`config.mk`:
```
export PLATFORM = sky130hd
export DESIGN_NAME = ppm_image_stream_parser_core
export DESIGN_NICKNAME = d
export VERILOG_FILES = /design/src/rtl/ppmsp_pkg.sv /design/src/rtl/ppmsp_front.sv /design/src/rtl/ppmsp_outq.sv /design/src/rtl/ppmsp_back.sv /design/src/rtl/ppm_image_stream_parser_core.sv
export SDC_FILE = /design/constraint.sdc
export NUM_CORES = 1
export LEC_CHECK = 0
export ABC_AREA = 1
export BUFFER_PORTS_ARGS = -buffer_cell sky130_fd_sc_hd__buf_4
export CORE_UTILIZATION = 45
export CTS_CLUSTER_DIAMETER = 200
export DETAILED_ROUTE_END_ITERATION = 10
export GPL_TIMING_DRIVEN = 0
export SYNTH_ARGS = -nofsm -noshare
export SYNTH_HDL_FRONTEND = slang
export SYNTH_SLANG_ARGS = --single-unit
```
`constraint.sdc`:
```
create_clock -name clk_i -period 9.1 [get_ports clk_i]
set_input_delay 0.455 -clock clk_i [delete_from_list [all_inputs] [get_ports clk_i]]
set_output_delay 0.455 -clock clk_i [all_outputs]
set_load 0.03 [all_outputs]
```
`src/rtl/ppmsp_pkg.sv`:
```
`default_nettype none

package ppmsp_pkg;

  localparam int unsigned MAX_DIM = 16384;
  localparam int unsigned DIM_CAP = (MAX_DIM < 16384) ? MAX_DIM : 16384;

  localparam int DIM_W = 15;
  localparam int CNT_W = 14;
  localparam int TOK_W = 20;
  localparam int ACC_W = TOK_W + 4;

  localparam logic [TOK_W-1:0] TOKEN_CAP   = '1;
  localparam logic [DIM_W-1:0] LIMIT_CAP   = DIM_W'(DIM_CAP);
  localparam logic [DIM_W-1:0] CFG_DIM_RST = 15'd16384;
  localparam logic [DIM_W-1:0] DIM_SAT     = 15'h7FFF;
  localparam logic [TOK_W-1:0] DEPTH_OK    = 20'd255;

  localparam logic [7:0] CH_HASH  = 8'h23;
  localparam logic [7:0] CH_P     = 8'h50;
  localparam logic [7:0] CH_THREE = 8'h33;
  localparam logic [7:0] CH_SIX   = 8'h36;
  localparam logic [7:0] CH_LF    = 8'h0A;
  localparam logic [7:0] CH_TAB   = 8'h09;
  localparam logic [7:0] CH_VT    = 8'h0B;
  localparam logic [7:0] CH_FF    = 8'h0C;
  localparam logic [7:0] CH_CR    = 8'h0D;
  localparam logic [7:0] CH_SPACE = 8'h20;
  localparam logic [7:0] CH_ZERO  = 8'h30;
  localparam logic [7:0] CH_NINE  = 8'h39;

  typedef enum logic [2:0] {
    PH_MAGIC_P,
    PH_MAGIC_D,
    PH_WIDTH,
    PH_HEIGHT,
    PH_MAXVAL,
    PH_ASCII,
    PH_BINARY,
    PH_DONE
  } phase_e;

  typedef enum logic [1:0] {
    KIND_HEADER,
    KIND_PIXEL,
    KIND_ERROR
  } kind_e;

  typedef enum logic [2:0] {
    ST_OK,
    ST_MALFORMED,
    ST_BAD_TYPE,
    ST_BAD_DEPTH,
    ST_BAD_SIZE
  } status_e;

  typedef enum logic [1:0] {
    CFG_MAX_WIDTH,
    CFG_MAX_HEIGHT
  } cfg_index_e;

  typedef struct packed {
    logic [7:0] data_byte;
    logic       end_of_file;
  } in_word_t;

  typedef struct packed {
    logic [1:0]       kind;
    logic [DIM_W-1:0] image_width;
    logic [DIM_W-1:0] image_height;
    logic [CNT_W-1:0] pixel_x;
    logic [CNT_W-1:0] pixel_y;
    logic [7:0]       red;
    logic [7:0]       green;
    logic [7:0]       blue;
    logic [2:0]       status;
    logic             final_pixel;
  } out_word_t;

  typedef struct packed {
    logic is_digit;
    logic is_ws;
    logic is_hash;
    logic is_lf;
    logic is_p;
    logic is_three;
    logic is_six;
  } byte_class_t;

  typedef struct packed {
    logic [7:0]  data;
    logic        eof;
    byte_class_t cls;
  } cls_word_t;

  function automatic byte_class_t classify(input logic [7:0] b);
    byte_class_t c;
    c.is_digit = (b >= CH_ZERO) && (b <= CH_NINE);
    c.is_ws    = (b == CH_SPACE) || (b == CH_TAB) || (b == CH_LF) ||
                 (b == CH_VT) || (b == CH_FF) || (b == CH_CR);
    c.is_hash  = (b == CH_HASH);
    c.is_lf    = (b == CH_LF);
    c.is_p     = (b == CH_P);
    c.is_three = (b == CH_THREE);
    c.is_six   = (b == CH_SIX);
    return c;
  endfunction

  function automatic logic [DIM_W-1:0] limit_of(input logic [DIM_W-1:0] r);
    return (r > LIMIT_CAP) ? LIMIT_CAP : r;
  endfunction

  function automatic logic [DIM_W-1:0] sat15(input logic [TOK_W-1:0] v);
    return (v > TOK_W'(DIM_SAT)) ? DIM_SAT : v[DIM_W-1:0];
  endfunction

  function automatic status_e hdr_status(input logic [TOK_W-1:0] w,
                                         input logic [TOK_W-1:0] h,
                                         input logic [TOK_W-1:0] m,
                                         input logic [DIM_W-1:0] lw,
                                         input logic [DIM_W-1:0] lh);
    status_e st;
    if ((w == '0) || (h == '0) || (w > TOK_W'(lw)) || (h > TOK_W'(lh))) begin
      st = ST_BAD_SIZE;
    end else if (m != DEPTH_OK) begin
      st = ST_BAD_DEPTH;
    end else begin
      st = ST_OK;
    end
    return st;
  endfunction

endpackage

`default_nettype wire

```
`src/rtl/ppmsp_front.sv`:
```
`default_nettype none

module ppmsp_front (
  input  logic                 clk_i,
  input  logic                 rst_ni,
  input  logic                 push_i,
  input  ppmsp_pkg::in_word_t  in_i,
  output logic                 full_o,
  output logic                 word_valid_o,
  output ppmsp_pkg::cls_word_t word_o,
  input  logic                 word_take_i
);
  import ppmsp_pkg::*;

  cls_word_t  mem_q [2];
  logic       wr_ptr_q, wr_ptr_d;
  logic       rd_ptr_q, rd_ptr_d;
  logic [1:0] count_q, count_d;
  logic       wr, rd;

  assign full_o       = (count_q == 2'd2);
  assign word_valid_o = (count_q != 2'd0);
  assign word_o       = mem_q[rd_ptr_q];
  assign wr           = push_i && !full_o;
  assign rd           = word_take_i && word_valid_o;

  always_comb begin
    wr_ptr_d = wr ? ~wr_ptr_q : wr_ptr_q;
    rd_ptr_d = rd ? ~rd_ptr_q : rd_ptr_q;
    unique case ({wr, rd})
      2'b10:   count_d = count_q + 2'd1;
      2'b01:   count_d = count_q - 2'd1;
      default: count_d = count_q;
    endcase
  end

  always_ff @(posedge clk_i or negedge rst_ni) begin
    if (!rst_ni) begin
      wr_ptr_q <= 1'b0;
      rd_ptr_q <= 1'b0;
      count_q  <= 2'd0;
    end else begin
      wr_ptr_q <= wr_ptr_d;
      rd_ptr_q <= rd_ptr_d;
      count_q  <= count_d;
    end
  end

  always_ff @(posedge clk_i) begin
    if (wr) begin
      mem_q[wr_ptr_q] <= '{data: in_i.data_byte, eof: in_i.end_of_file,
                           cls: classify(in_i.data_byte)};
    end
  end

  a_push_shows: assert property (@(posedge clk_i) disable iff (!rst_ni)
    (wr && !word_valid_o) |=> word_valid_o)
    else $error("accepted word not visible to back end");

endmodule

`default_nettype wire

```
`src/rtl/ppmsp_outq.sv`:
```
`default_nettype none

module ppmsp_outq (
  input  logic                 clk_i,
  input  logic                 rst_ni,
  input  logic                 wr_i,
  input  ppmsp_pkg::out_word_t wr_data_i,
  output logic                 room_o,
  input  logic                 pop_i,
  output logic                 empty_o,
  output ppmsp_pkg::out_word_t rd_data_o
);
  import ppmsp_pkg::*;

  out_word_t  mem_q [2];
  logic       wr_ptr_q, wr_ptr_d;
  logic       rd_ptr_q, rd_ptr_d;
  logic [1:0] count_q, count_d;
  logic       rd;

  assign empty_o   = (count_q == 2'd0);
  assign rd        = pop_i && !empty_o;
  assign room_o    = (count_q != 2'd2) || rd;
  assign rd_data_o = mem_q[rd_ptr_q];

  always_comb begin
    wr_ptr_d = wr_i ? ~wr_ptr_q : wr_ptr_q;
    rd_ptr_d = rd ? ~rd_ptr_q : rd_ptr_q;
    unique case ({wr_i, rd})
      2'b10:   count_d = count_q + 2'd1;
      2'b01:   count_d = count_q - 2'd1;
      default: count_d = count_q;
    endcase
  end

  always_ff @(posedge clk_i or negedge rst_ni) begin
    if (!rst_ni) begin
      wr_ptr_q <= 1'b0;
      rd_ptr_q <= 1'b0;
      count_q  <= 2'd0;
    end else begin
      wr_ptr_q <= wr_ptr_d;
      rd_ptr_q <= rd_ptr_d;
      count_q  <= count_d;
    end
  end

  always_ff @(posedge clk_i) begin
    if (wr_i) begin
      mem_q[wr_ptr_q] <= wr_data_i;
    end
  end

  a_no_overflow: assert property (@(posedge clk_i) disable iff (!rst_ni)
    wr_i |-> ((count_q != 2'd2) || rd))
    else $error("result written into full queue");

endmodule

`default_nettype wire

```
`src/rtl/ppmsp_back.sv`:
```
`default_nettype none

module ppmsp_back (
  input  logic                           clk_i,
  input  logic                           rst_ni,
  input  logic                           word_valid_i,
  input  ppmsp_pkg::cls_word_t           word_i,
  output logic                           word_take_o,
  input  logic                           room_i,
  input  logic [ppmsp_pkg::DIM_W-1:0]    lim_w_i,
  input  logic [ppmsp_pkg::DIM_W-1:0]    lim_h_i,
  output logic                           res_valid_o,
  output ppmsp_pkg::out_word_t           res_o
);
  import ppmsp_pkg::*;

  phase_e           phase_q, phase_d;
  logic             binary_q, binary_d;
  logic             inc_q, inc_d;
  logic [TOK_W-1:0] tok_q, tok_d;
  logic             has_q, has_d;
  logic [DIM_W-1:0] width_q, width_d;
  logic [DIM_W-1:0] height_q, height_d;
  logic [CNT_W-1:0] col_q, col_d;
  logic [CNT_W-1:0] row_q, row_d;
  logic [1:0]       chan_q, chan_d;
  logic [7:0]       red_q, red_d;
  logic [7:0]       green_q, green_d;

  byte_class_t      cls;
  logic             sep;
  logic [ACC_W-1:0] acc;
  logic [TOK_W-1:0] acc_sat;
  logic             last_q;
  logic [DIM_W-1:0] col_inc;
  logic [DIM_W-1:0] y_full;
  status_e          hs_height;
  status_e          hs_maxval;
  status_e          early_st;
  logic             eof_take;
  logic             take_s;
  logic [7:0]       samp;
  logic             err;
  status_e          err_st;

  assign word_take_o = word_valid_i && room_i;
  assign cls         = word_i.cls;
  assign sep         = cls.is_ws || cls.is_hash;
  assign acc         = ({{(ACC_W-TOK_W){1'b0}}, tok_q} << 3) +
                       ({{(ACC_W-TOK_W){1'b0}}, tok_q} << 1) +
                       ACC_W'(word_i.data[3:0]);
  assign acc_sat     = (acc > ACC_W'(TOKEN_CAP)) ? TOKEN_CAP : acc[TOK_W-1:0];
  assign last_q      = (({1'b0, row_q} + 15'd1) == height_q) &&
                       (({1'b0, col_q} + 15'd1) == width_q);
  assign col_inc     = {1'b0, col_q} + 15'd1;
  assign y_full      = height_q - 15'd1 - {1'b0, row_q};
  assign hs_height   = hdr_status(TOK_W'(width_q), tok_q, '0, lim_w_i, lim_h_i);
  assign hs_maxval   = hdr_status(TOK_W'(width_q), TOK_W'(height_q), tok_q, lim_w_i, lim_h_i);
  assign eof_take    = word_i.eof && (phase_q == PH_ASCII) && !inc_q && cls.is_digit &&
                       (chan_q == 2'd2) && last_q;

  always_comb begin
    phase_d     = phase_q;
    binary_d    = binary_q;
    inc_d       = inc_q;
    tok_d       = tok_q;
    has_d       = has_q;
    width_d     = width_q;
    height_d    = height_q;
    col_d       = col_q;
    row_d       = row_q;
    chan_d      = chan_q;
    red_d       = red_q;
    green_d     = green_q;
    res_valid_o = 1'b0;
    res_o       = '0;
    take_s      = 1'b0;
    samp        = word_i.data;
    err         = 1'b0;
    err_st      = ST_OK;
    early_st    = ST_MALFORMED;

    unique case (phase_q)
      PH_MAGIC_P: begin
        if (inc_q) begin
          if (cls.is_lf) inc_d = 1'b0;
        end else if (cls.is_ws) begin
          inc_d = inc_q;
        end else if (cls.is_hash) begin
          inc_d = 1'b1;
        end else if (cls.is_p) begin
          phase_d = PH_MAGIC_D;
        end else begin
          err    = 1'b1;
          err_st = ST_BAD_TYPE;
        end
      end
      PH_MAGIC_D: begin
        if (cls.is_three || cls.is_six) begin
          binary_d = cls.is_six;
          phase_d  = PH_WIDTH;
          tok_d    = '0;
          has_d    = 1'b0;
        end else begin
          err    = 1'b1;
          err_st = ST_BAD_TYPE;
        end
      end
      PH_WIDTH, PH_HEIGHT, PH_MAXVAL: begin
        if (inc_q) begin
          if (cls.is_lf) inc_d = 1'b0;
        end else if (cls.is_digit) begin
          tok_d = acc_sat;
          has_d = 1'b1;
        end else if (sep && !has_q) begin
          if (cls.is_hash) inc_d = 1'b1;
        end else if (phase_q != PH_MAXVAL) begin
          if (!sep) begin
            err    = 1'b1;
            err_st = (phase_q == PH_WIDTH) ? ST_BAD_SIZE : hs_height;
          end else begin
            if (phase_q == PH_WIDTH) begin
              width_d = sat15(tok_q);
              phase_d = PH_HEIGHT;
            end else begin
              height_d = sat15(tok_q);
              phase_d  = PH_MAXVAL;
            end
            if (cls.is_hash) inc_d = 1'b1;
            tok_d = '0;
            has_d = 1'b0;
          end
        end else if (hs_maxval != ST_OK) begin
          err    = 1'b1;
          err_st = hs_maxval;
        end else if (!binary_q && !sep) begin
          err    = 1'b1;
          err_st = ST_MALFORMED;
        end else begin
          tok_d  = '0;
          has_d  = 1'b0;
          col_d  = '0;
          row_d  = '0;
          chan_d = 2'd0;
          if (binary_q) begin
            phase_d = PH_BINARY;
          end else begin
            phase_d = PH_ASCII;
            if (cls.is_hash) inc_d = 1'b1;
          end
          res_valid_o        = 1'b1;
          res_o.kind         = KIND_HEADER;
          res_o.image_width  = width_q;
          res_o.image_height = height_q;
        end
      end
      PH_ASCII: begin
        if (inc_q) begin
          if (cls.is_lf) inc_d = 1'b0;
        end else if (cls.is_digit) begin
          tok_d = acc[TOK_W-1:0];
          has_d = 1'b1;
        end else if (has_q) begin
          tok_d = '0;
          has_d = 1'b0;
          if (!sep && !((chan_q == 2'd2) && last_q)) begin
            err    = 1'b1;
            err_st = ST_MALFORMED;
          end else begin
            take_s = 1'b1;
            samp   = tok_q[7:0];
            if (cls.is_hash) inc_d = 1'b1;
          end
        end else if (!sep) begin
          err    = 1'b1;
          err_st = ST_MALFORMED;
        end else if (cls.is_hash) begin
          inc_d = 1'b1;
        end
      end
      PH_BINARY: begin
        take_s = 1'b1;
        samp   = word_i.data;
      end
      PH_DONE: begin
        phase_d = PH_DONE;
      end
    endcase

    if (eof_take) begin
      take_s = 1'b1;
      samp   = acc[7:0];
    end

    if (take_s) begin
      unique case (chan_q)
        2'd0: begin
          red_d  = samp;
          chan_d = 2'd1;
        end
        2'd1: begin
          green_d = samp;
          chan_d  = 2'd2;
        end
        default: begin
          chan_d            = 2'd0;
          res_valid_o       = 1'b1;
          res_o.kind        = KIND_PIXEL;
          res_o.pixel_x     = col_q;
          res_o.pixel_y     = y_full[CNT_W-1:0];
          res_o.red         = red_q;
          res_o.green       = green_q;
          res_o.blue        = samp;
          res_o.final_pixel = last_q;
          if (last_q) begin
            phase_d = PH_DONE;
          end else if (col_inc >= width_q) begin
            col_d = '0;
            row_d = row_q + 14'd1;
          end else begin
            col_d = col_inc[CNT_W-1:0];
          end
        end
      endcase
    end

    if (err) begin
      phase_d      = PH_DONE;
      res_valid_o  = 1'b1;
      res_o        = '0;
      res_o.kind   = KIND_ERROR;
      res_o.status = err_st;
    end

    if (word_i.eof) begin
      priority case (phase_d)
        PH_MAGIC_P, PH_MAGIC_D: early_st = ST_BAD_TYPE;
        PH_WIDTH:               early_st = ST_BAD_SIZE;
        PH_HEIGHT:
          early_st = hdr_status(TOK_W'(width_d), tok_d, '0, lim_w_i, lim_h_i);
        PH_MAXVAL: begin
          early_st = hdr_status(TOK_W'(width_d), TOK_W'(height_d), tok_d, lim_w_i, lim_h_i);
          if (early_st == ST_OK) early_st = ST_MALFORMED;
        end
        default:                early_st = ST_MALFORMED;
      endcase
      if (!eof_take && (phase_d != PH_DONE)) begin
        res_valid_o  = 1'b1;
        res_o        = '0;
        res_o.kind   = KIND_ERROR;
        res_o.status = early_st;
      end
      phase_d  = PH_MAGIC_P;
      binary_d = 1'b0;
      inc_d    = 1'b0;
      tok_d    = '0;
      has_d    = 1'b0;
      width_d  = '0;
      height_d = '0;
      col_d    = '0;
      row_d    = '0;
      chan_d   = 2'd0;
      red_d    = '0;
      green_d  = '0;
    end

    if (!word_take_o) begin
      res_valid_o = 1'b0;
    end
  end

  always_ff @(posedge clk_i or negedge rst_ni) begin
    if (!rst_ni) begin
      phase_q  <= PH_MAGIC_P;
      binary_q <= 1'b0;
      inc_q    <= 1'b0;
      tok_q    <= '0;
      has_q    <= 1'b0;
      width_q  <= '0;
      height_q <= '0;
      col_q    <= '0;
      row_q    <= '0;
      chan_q   <= 2'd0;
      red_q    <= '0;
      green_q  <= '0;
    end else if (word_take_o) begin
      phase_q  <= phase_d;
      binary_q <= binary_d;
      inc_q    <= inc_d;
      tok_q    <= tok_d;
      has_q    <= has_d;
      width_q  <= width_d;
      height_q <= height_d;
      col_q    <= col_d;
      row_q    <= row_d;
      chan_q   <= chan_d;
      red_q    <= red_d;
      green_q  <= green_d;
    end
  end

  a_eof_restarts: assert property (@(posedge clk_i) disable iff (!rst_ni)
    (word_take_o && word_i.eof) |=> ((phase_q == PH_MAGIC_P) && (chan_q == 2'd0)))
    else $error("parser not restarted after end of file");

  a_pixel_in_bounds: assert property (@(posedge clk_i) disable iff (!rst_ni)
    ((phase_q == PH_ASCII) || (phase_q == PH_BINARY)) |->
      (({1'b0, col_q} < width_q) && ({1'b0, row_q} < height_q)))
    else $error("pixel position outside image");

  a_result_needs_word: assert property (@(posedge clk_i) disable iff (!rst_ni)
    res_valid_o |-> (word_valid_i && room_i))
    else $error("result produced without a consumed word");

endmodule

`default_nettype wire

```
`src/rtl/ppm_image_stream_parser_core.sv`:
```
// Channel   Handshake                  Payload
// input     push / full                in_i   : data_byte, end_of_file
// result    empty / pop                out_o  : kind .. final_pixel
// config    cfg_valid_i / cfg_ready_o  cfg_index_i, cfg_data_i (15 bit)
//
// One byte per cycle sustained while the result queue has room; the parser state update is the single loop.
// A byte is classified into the byte queue, then parsed, and any result it gives
// is written into the result queue. Both queues hold two words.
// Reset empties both queues, restarts the parser and sets both limits to 16384.
// With pop held low the result queue fills, the parser stalls, then full rises.
`default_nettype none

module ppm_image_stream_parser_core (
  input  logic                           clk_i,
  input  logic                           rst_ni,
  input  logic                           push,
  input  ppmsp_pkg::in_word_t            in_i,
  output logic                           full,
  output logic                           empty,
  input  logic                           pop,
  output ppmsp_pkg::out_word_t           out_o,
  input  logic                           cfg_valid_i,
  output logic                           cfg_ready_o,
  input  logic [1:0]                     cfg_index_i,
  input  logic [ppmsp_pkg::DIM_W-1:0]    cfg_data_i
);
  import ppmsp_pkg::*;

  logic [DIM_W-1:0] max_w_q, max_w_d;
  logic [DIM_W-1:0] max_h_q, max_h_d;
  logic             word_valid;
  cls_word_t        word;
  logic             word_take;
  logic             room;
  logic             res_valid;
  out_word_t        res;

  assign cfg_ready_o = 1'b1;

  always_comb begin
    max_w_d = max_w_q;
    max_h_d = max_h_q;
    if (cfg_valid_i) begin
      if (cfg_index_i == CFG_MAX_WIDTH) max_w_d = cfg_data_i;
      if (cfg_index_i == CFG_MAX_HEIGHT) max_h_d = cfg_data_i;
    end
  end

  always_ff @(posedge clk_i or negedge rst_ni) begin
    if (!rst_ni) begin
      max_w_q <= CFG_DIM_RST;
      max_h_q <= CFG_DIM_RST;
    end else begin
      max_w_q <= max_w_d;
      max_h_q <= max_h_d;
    end
  end

  ppmsp_front u_front (
    .clk_i        (clk_i),
    .rst_ni       (rst_ni),
    .push_i       (push),
    .in_i         (in_i),
    .full_o       (full),
    .word_valid_o (word_valid),
    .word_o       (word),
    .word_take_i  (word_take)
  );

  ppmsp_back u_back (
    .clk_i        (clk_i),
    .rst_ni       (rst_ni),
    .word_valid_i (word_valid),
    .word_i       (word),
    .word_take_o  (word_take),
    .room_i       (room),
    .lim_w_i      (limit_of(max_w_q)),
    .lim_h_i      (limit_of(max_h_q)),
    .res_valid_o  (res_valid),
    .res_o        (res)
  );

  ppmsp_outq u_outq (
    .clk_i     (clk_i),
    .rst_ni    (rst_ni),
    .wr_i      (res_valid),
    .wr_data_i (res),
    .room_o    (room),
    .pop_i     (pop),
    .empty_o   (empty),
    .rd_data_o (out_o)
  );

endmodule

`default_nettype wire

```
==> metrics <==
Int Pwr between 4 and 5 mW; H-tree depth 2; Clock power frac 18.0%; Post-Syn Area approximately 22000 um2; drt total wl roughly 73 mm; gpl congestion ~0.96; worst vdd ir 0.162 mV; CTS tree built; CP most frequent cell nand2_1; Max-slew headroom about 34%; hold path depth 1; DR pass1 iterations 7; register area share after synthesis roughly 43%; hold crit path type in -> reg; hold path endpoint u_front.mem_q[0][7]$_DFFE_PP_; clk sinks roughly 350; maximum number of pins on one net before global-route repair a little under 90; Mapped Cells about 2900; Row Count 81; worst endpoint data arrival time between 7000 and 8000 ps; vias in the first global route between 15000 and 20000; sw frac 49.1%; Max-Cap Viols 0; count of input and output buffers 120; initial antenna violation count 1; placed wire-length estimate approximately 56 mm; Post-route DRC 0; unrepaired setup endpoints after global routing no; fin. max-slew vios 0; flop and latch count out of synthesis about 350; grt total ovfl 0; layout cells sized above 1 a little under a tenth; leakage about 12 nW; total global-route track usage just under 30%; number of flops mapped to enable cells by yosys approximately 210; synth warn 0; slowest CP cell fa_1; root buffer cell clkbuf_16; Gate power share 55.6%; Die ar. ~51000 um2; outcome complete, no violations; Top FF cell, synth edfxtp_1; most common cell after layout, fill and taps aside nand2_1; Yosys cell types 60; post-synth net total 3054; WL/cell approximately 20 um; type of destination of the critical path register; NetSw about 4.6 mW; endpoints failing setup 0; Inst Count DP approximately 3700; reg2reg setup slack around 2300 ps; num ports around 120; Clock transition at path regs roughly 60 ps; commonest cells after routing, fill and taps aside nand2_1 (858), inv_1 (318), nor2_1 (256); starting density of the core 45.8%; total design power roughly 9.4 mW; critical path data required time 9400 ps; Vias/cell roughly 5.5; filler-free cell count of the finished design between 3000 and 4000; Final Cycle Share 74.9%; Layout Area Growth over Synthesis 14.7%; Worst-Skew Late Latency a little under 600 ps; Layout fillers slightly below 5000; RR Startpoint u_front.rd_ptr_q$_DFFE_PN0P_; critical path class reg -> reg; Max Clk Rate ~150 MHz; die width about 230 um; chip height around 230 um; sequential share of power between 20% and 30%; Finished Core Util 52.5%; final hold vios 0; Tmin final 6820 ps; initial DRC count 1697; reg2reg end u_outq.mem_q[0][2]$_DFFE_PP_; Startpoint Class register; worst-path fanout max 10; Async SR Flop Fraction roughly two fifths; Hold Startpoint in_i[0]; Final Skew approximately 33 ps; vias roughly 20000; CP peak stage delay ~440 ps; Clock Path Buffers 3; wire length of the first global-routing pass around 110 mm; TritonCTS Buffers 39; Least-Margin Pin Slew roughly 980 ps; Core ar. slightly below 50000 um2; worst-case reg-to-reg path depth 37; Final ANT Viol Nets 0; Post-CTS Resized 0; PD cells around 370 nW/um2; fin nets about 3200; Mean Syn Cell Area between 7 and 8 um2
## Yosys cell counts (3+ instances only)
cell type  number  area (um2)
a211oi_1        3        22.5
a21o_1          3        22.5
a21oi_1       113         566
a31oi_1        20         125
and2_1          5        31.3
buf_1           5        18.8
buf_2          13        65.1
clkbuf_1       77         289
dfrtp_1       138        3450
edfxtp_1      208        6250
fa_1            3        60.1
ha_1          161        2010
inv_1         318        1190
inv_2          13        48.8
mux2i_1         3        30.0
nand2_1       858        3220
nand2_2         8        50.1
nand3_1       139         696
nand3_2         5        50.1
nand3_4         3        52.6
nand3b_1        3        22.5
nand4_1        42         263
nor2_1        258         968
nor2_2          8        50.1
nor2_4         25         282
nor3_1         63         315
nor4_1         19         119
o211ai_1        8        60.1
o21a_1          3        22.5
o21ai_0       171         856
o21ai_1        15        75.1
o21bai_1        9        67.6
o221ai_1        9        78.8
o22ai_1        61         382
or2_2           6        37.5
xnor2_1        12         105
xor2_1         23         201
## layout make-up
cell class / count / area [um2] / share of cell area [%]
Clock buffer: 52 / 1080 / 4.18
Sequential cell: 348 / 9750 / 37.8
Inverter: 333 / 1250 / 4.85
Tap cell: 664 / 831 / 3.22
Antenna cell: 1 / 2.50 / 0.00971
Multi-Input combinational cell: 2079 / 11000 / 42.9
Timing Repair Buffer: 130 / 1090 / 4.24
Clock inverter: 20 / 283 / 1.10
Buffer: 99 / 432 / 1.68
## power groups by stage
stage | sequential [mW] | combinational, mW | clock (mW)
final | 2.48 | 5.23 | 1.69
after global routing | 2.52 | 5.73 | 1.77
after CTS | 2.48 | 5.21 | 1.72
after detailed placement | 2.51 | 5.18 | 0
after global placement | 2.59 | 5.03 | 0
after floorplan | 2.46 | 3.37 | 0
## registers in the layout (all words and copies together) (netlist names)
register / flops
max_h_q: 15
u_outq.count_q: 2
u_back.col_q: 14
u_outq.mem_q: 176
u_front.wr_ptr_q: 1
u_back.row_q: 14
u_back.chan_q: 2
u_back.tok_q: 20
u_front.mem_q: 32
u_back.binary_q: 1
u_front.count_q: 2
u_back.red_q: 8
max_w_q: 15
u_back.height_q: 15
u_front.rd_ptr_q: 1
u_back.has_q: 1
u_back.inc_q: 1
u_back.width_q: 15
u_outq.wr_ptr_q: 1
u_back.green_q: 8
u_back.phase_q: 3
u_outq.rd_ptr_q: 1
## through the flow
| step | TNS, ps | instance area, um2 | hold slack [ps] | worst slack [ps] |
|---|---|---|---|---|
| 6_report | 0 | 25800 | 78.5 | 2280 |
| 2_1_floorplan | 0 | 22500 | 159 | 1190 |
| 4_1_cts | 0 | 25800 | 59.4 | 2330 |
| 5_1_grt | 0 | 25800 | 64.3 | 1800 |
| 3_5_place_dp | 0 | 24400 | 450 | 2370 |
| 3_3_place_gp | -387140 | 24200 | 487 | -2230 |
## how the worst max path moves through the flow
stage	startpoint	end	slack, ps	cells past startpoint
finish	u_front.rd_ptr_q$_DFFE_PN0P_	u_outq.mem_q[0][2]$_DFFE_PP_	2280	37
global route	u_front.rd_ptr_q$_DFFE_PN0P_	u_outq.mem_q[0][2]$_DFFE_PP_	1800	37
CTS	u_front.rd_ptr_q$_DFFE_PN0P_	u_outq.mem_q[0][2]$_DFFE_PP_	2330	37
detailed placement	u_front.rd_ptr_q$_DFFE_PN0P_	u_outq.mem_q[1][2]$_DFFE_PP_	2370	37
global placement	max_w_q[2]$_DFFE_PN0P_	u_outq.mem_q[1][77]$_DFFE_PP_	-2230	19
floorplan	u_back.col_q[2]$_DFFE_PN0P_	u_outq.mem_q[0][0]$_DFFE_PP_	1190	31
## what timing repair did
action	4_1_cts	5_1_grt
buffers inserted	0	0
endpoints found under the hold margin	52	0
hold buffers	1	0
endpoints found under the setup margin	0	0
## cell families after synthesis
family | synth area share, %
other | 0.0167
muxes | 0.134
buffers and inverters | 7.48
DFF | 43.4
AOI/OAI and AO/OA | 10.7
xor gates and xnor gates | 1.36
and+or+nand+nor | 27.7
adders and majority gates | 9.23
## routing by layer
| layer | vias to the layer above | wire, um | global-route usage [%] | share of wire [%] |
|---|---|---|---|---|
| met5 | - | 0 | 0 | 0 |
| li1 | 9883 | - | - | - |
| met4 | 0 | 2100 | 8.80 | 2.9 |
| met3 | 125 | 4620 | 4.02 | 6.3 |
| met2 | 742 | 33300 | 46.1 | 46 |
| met1 | 9735 | 33100 | 40.4 | 45 |
## worst max-delay path: cells and delay by family, from the launching register on
kind / cells / cell delay, ps
AO/OA/AOI/OAI: 6 / 1060
adder cells (fa/ha/maj): 4 / 1300
buffers and inverters: 7 / 1130
flip-flops: 1 / 310
AND/OR/NAND/NOR: 20 / 2740
Power figures use the tool's default switching activity.
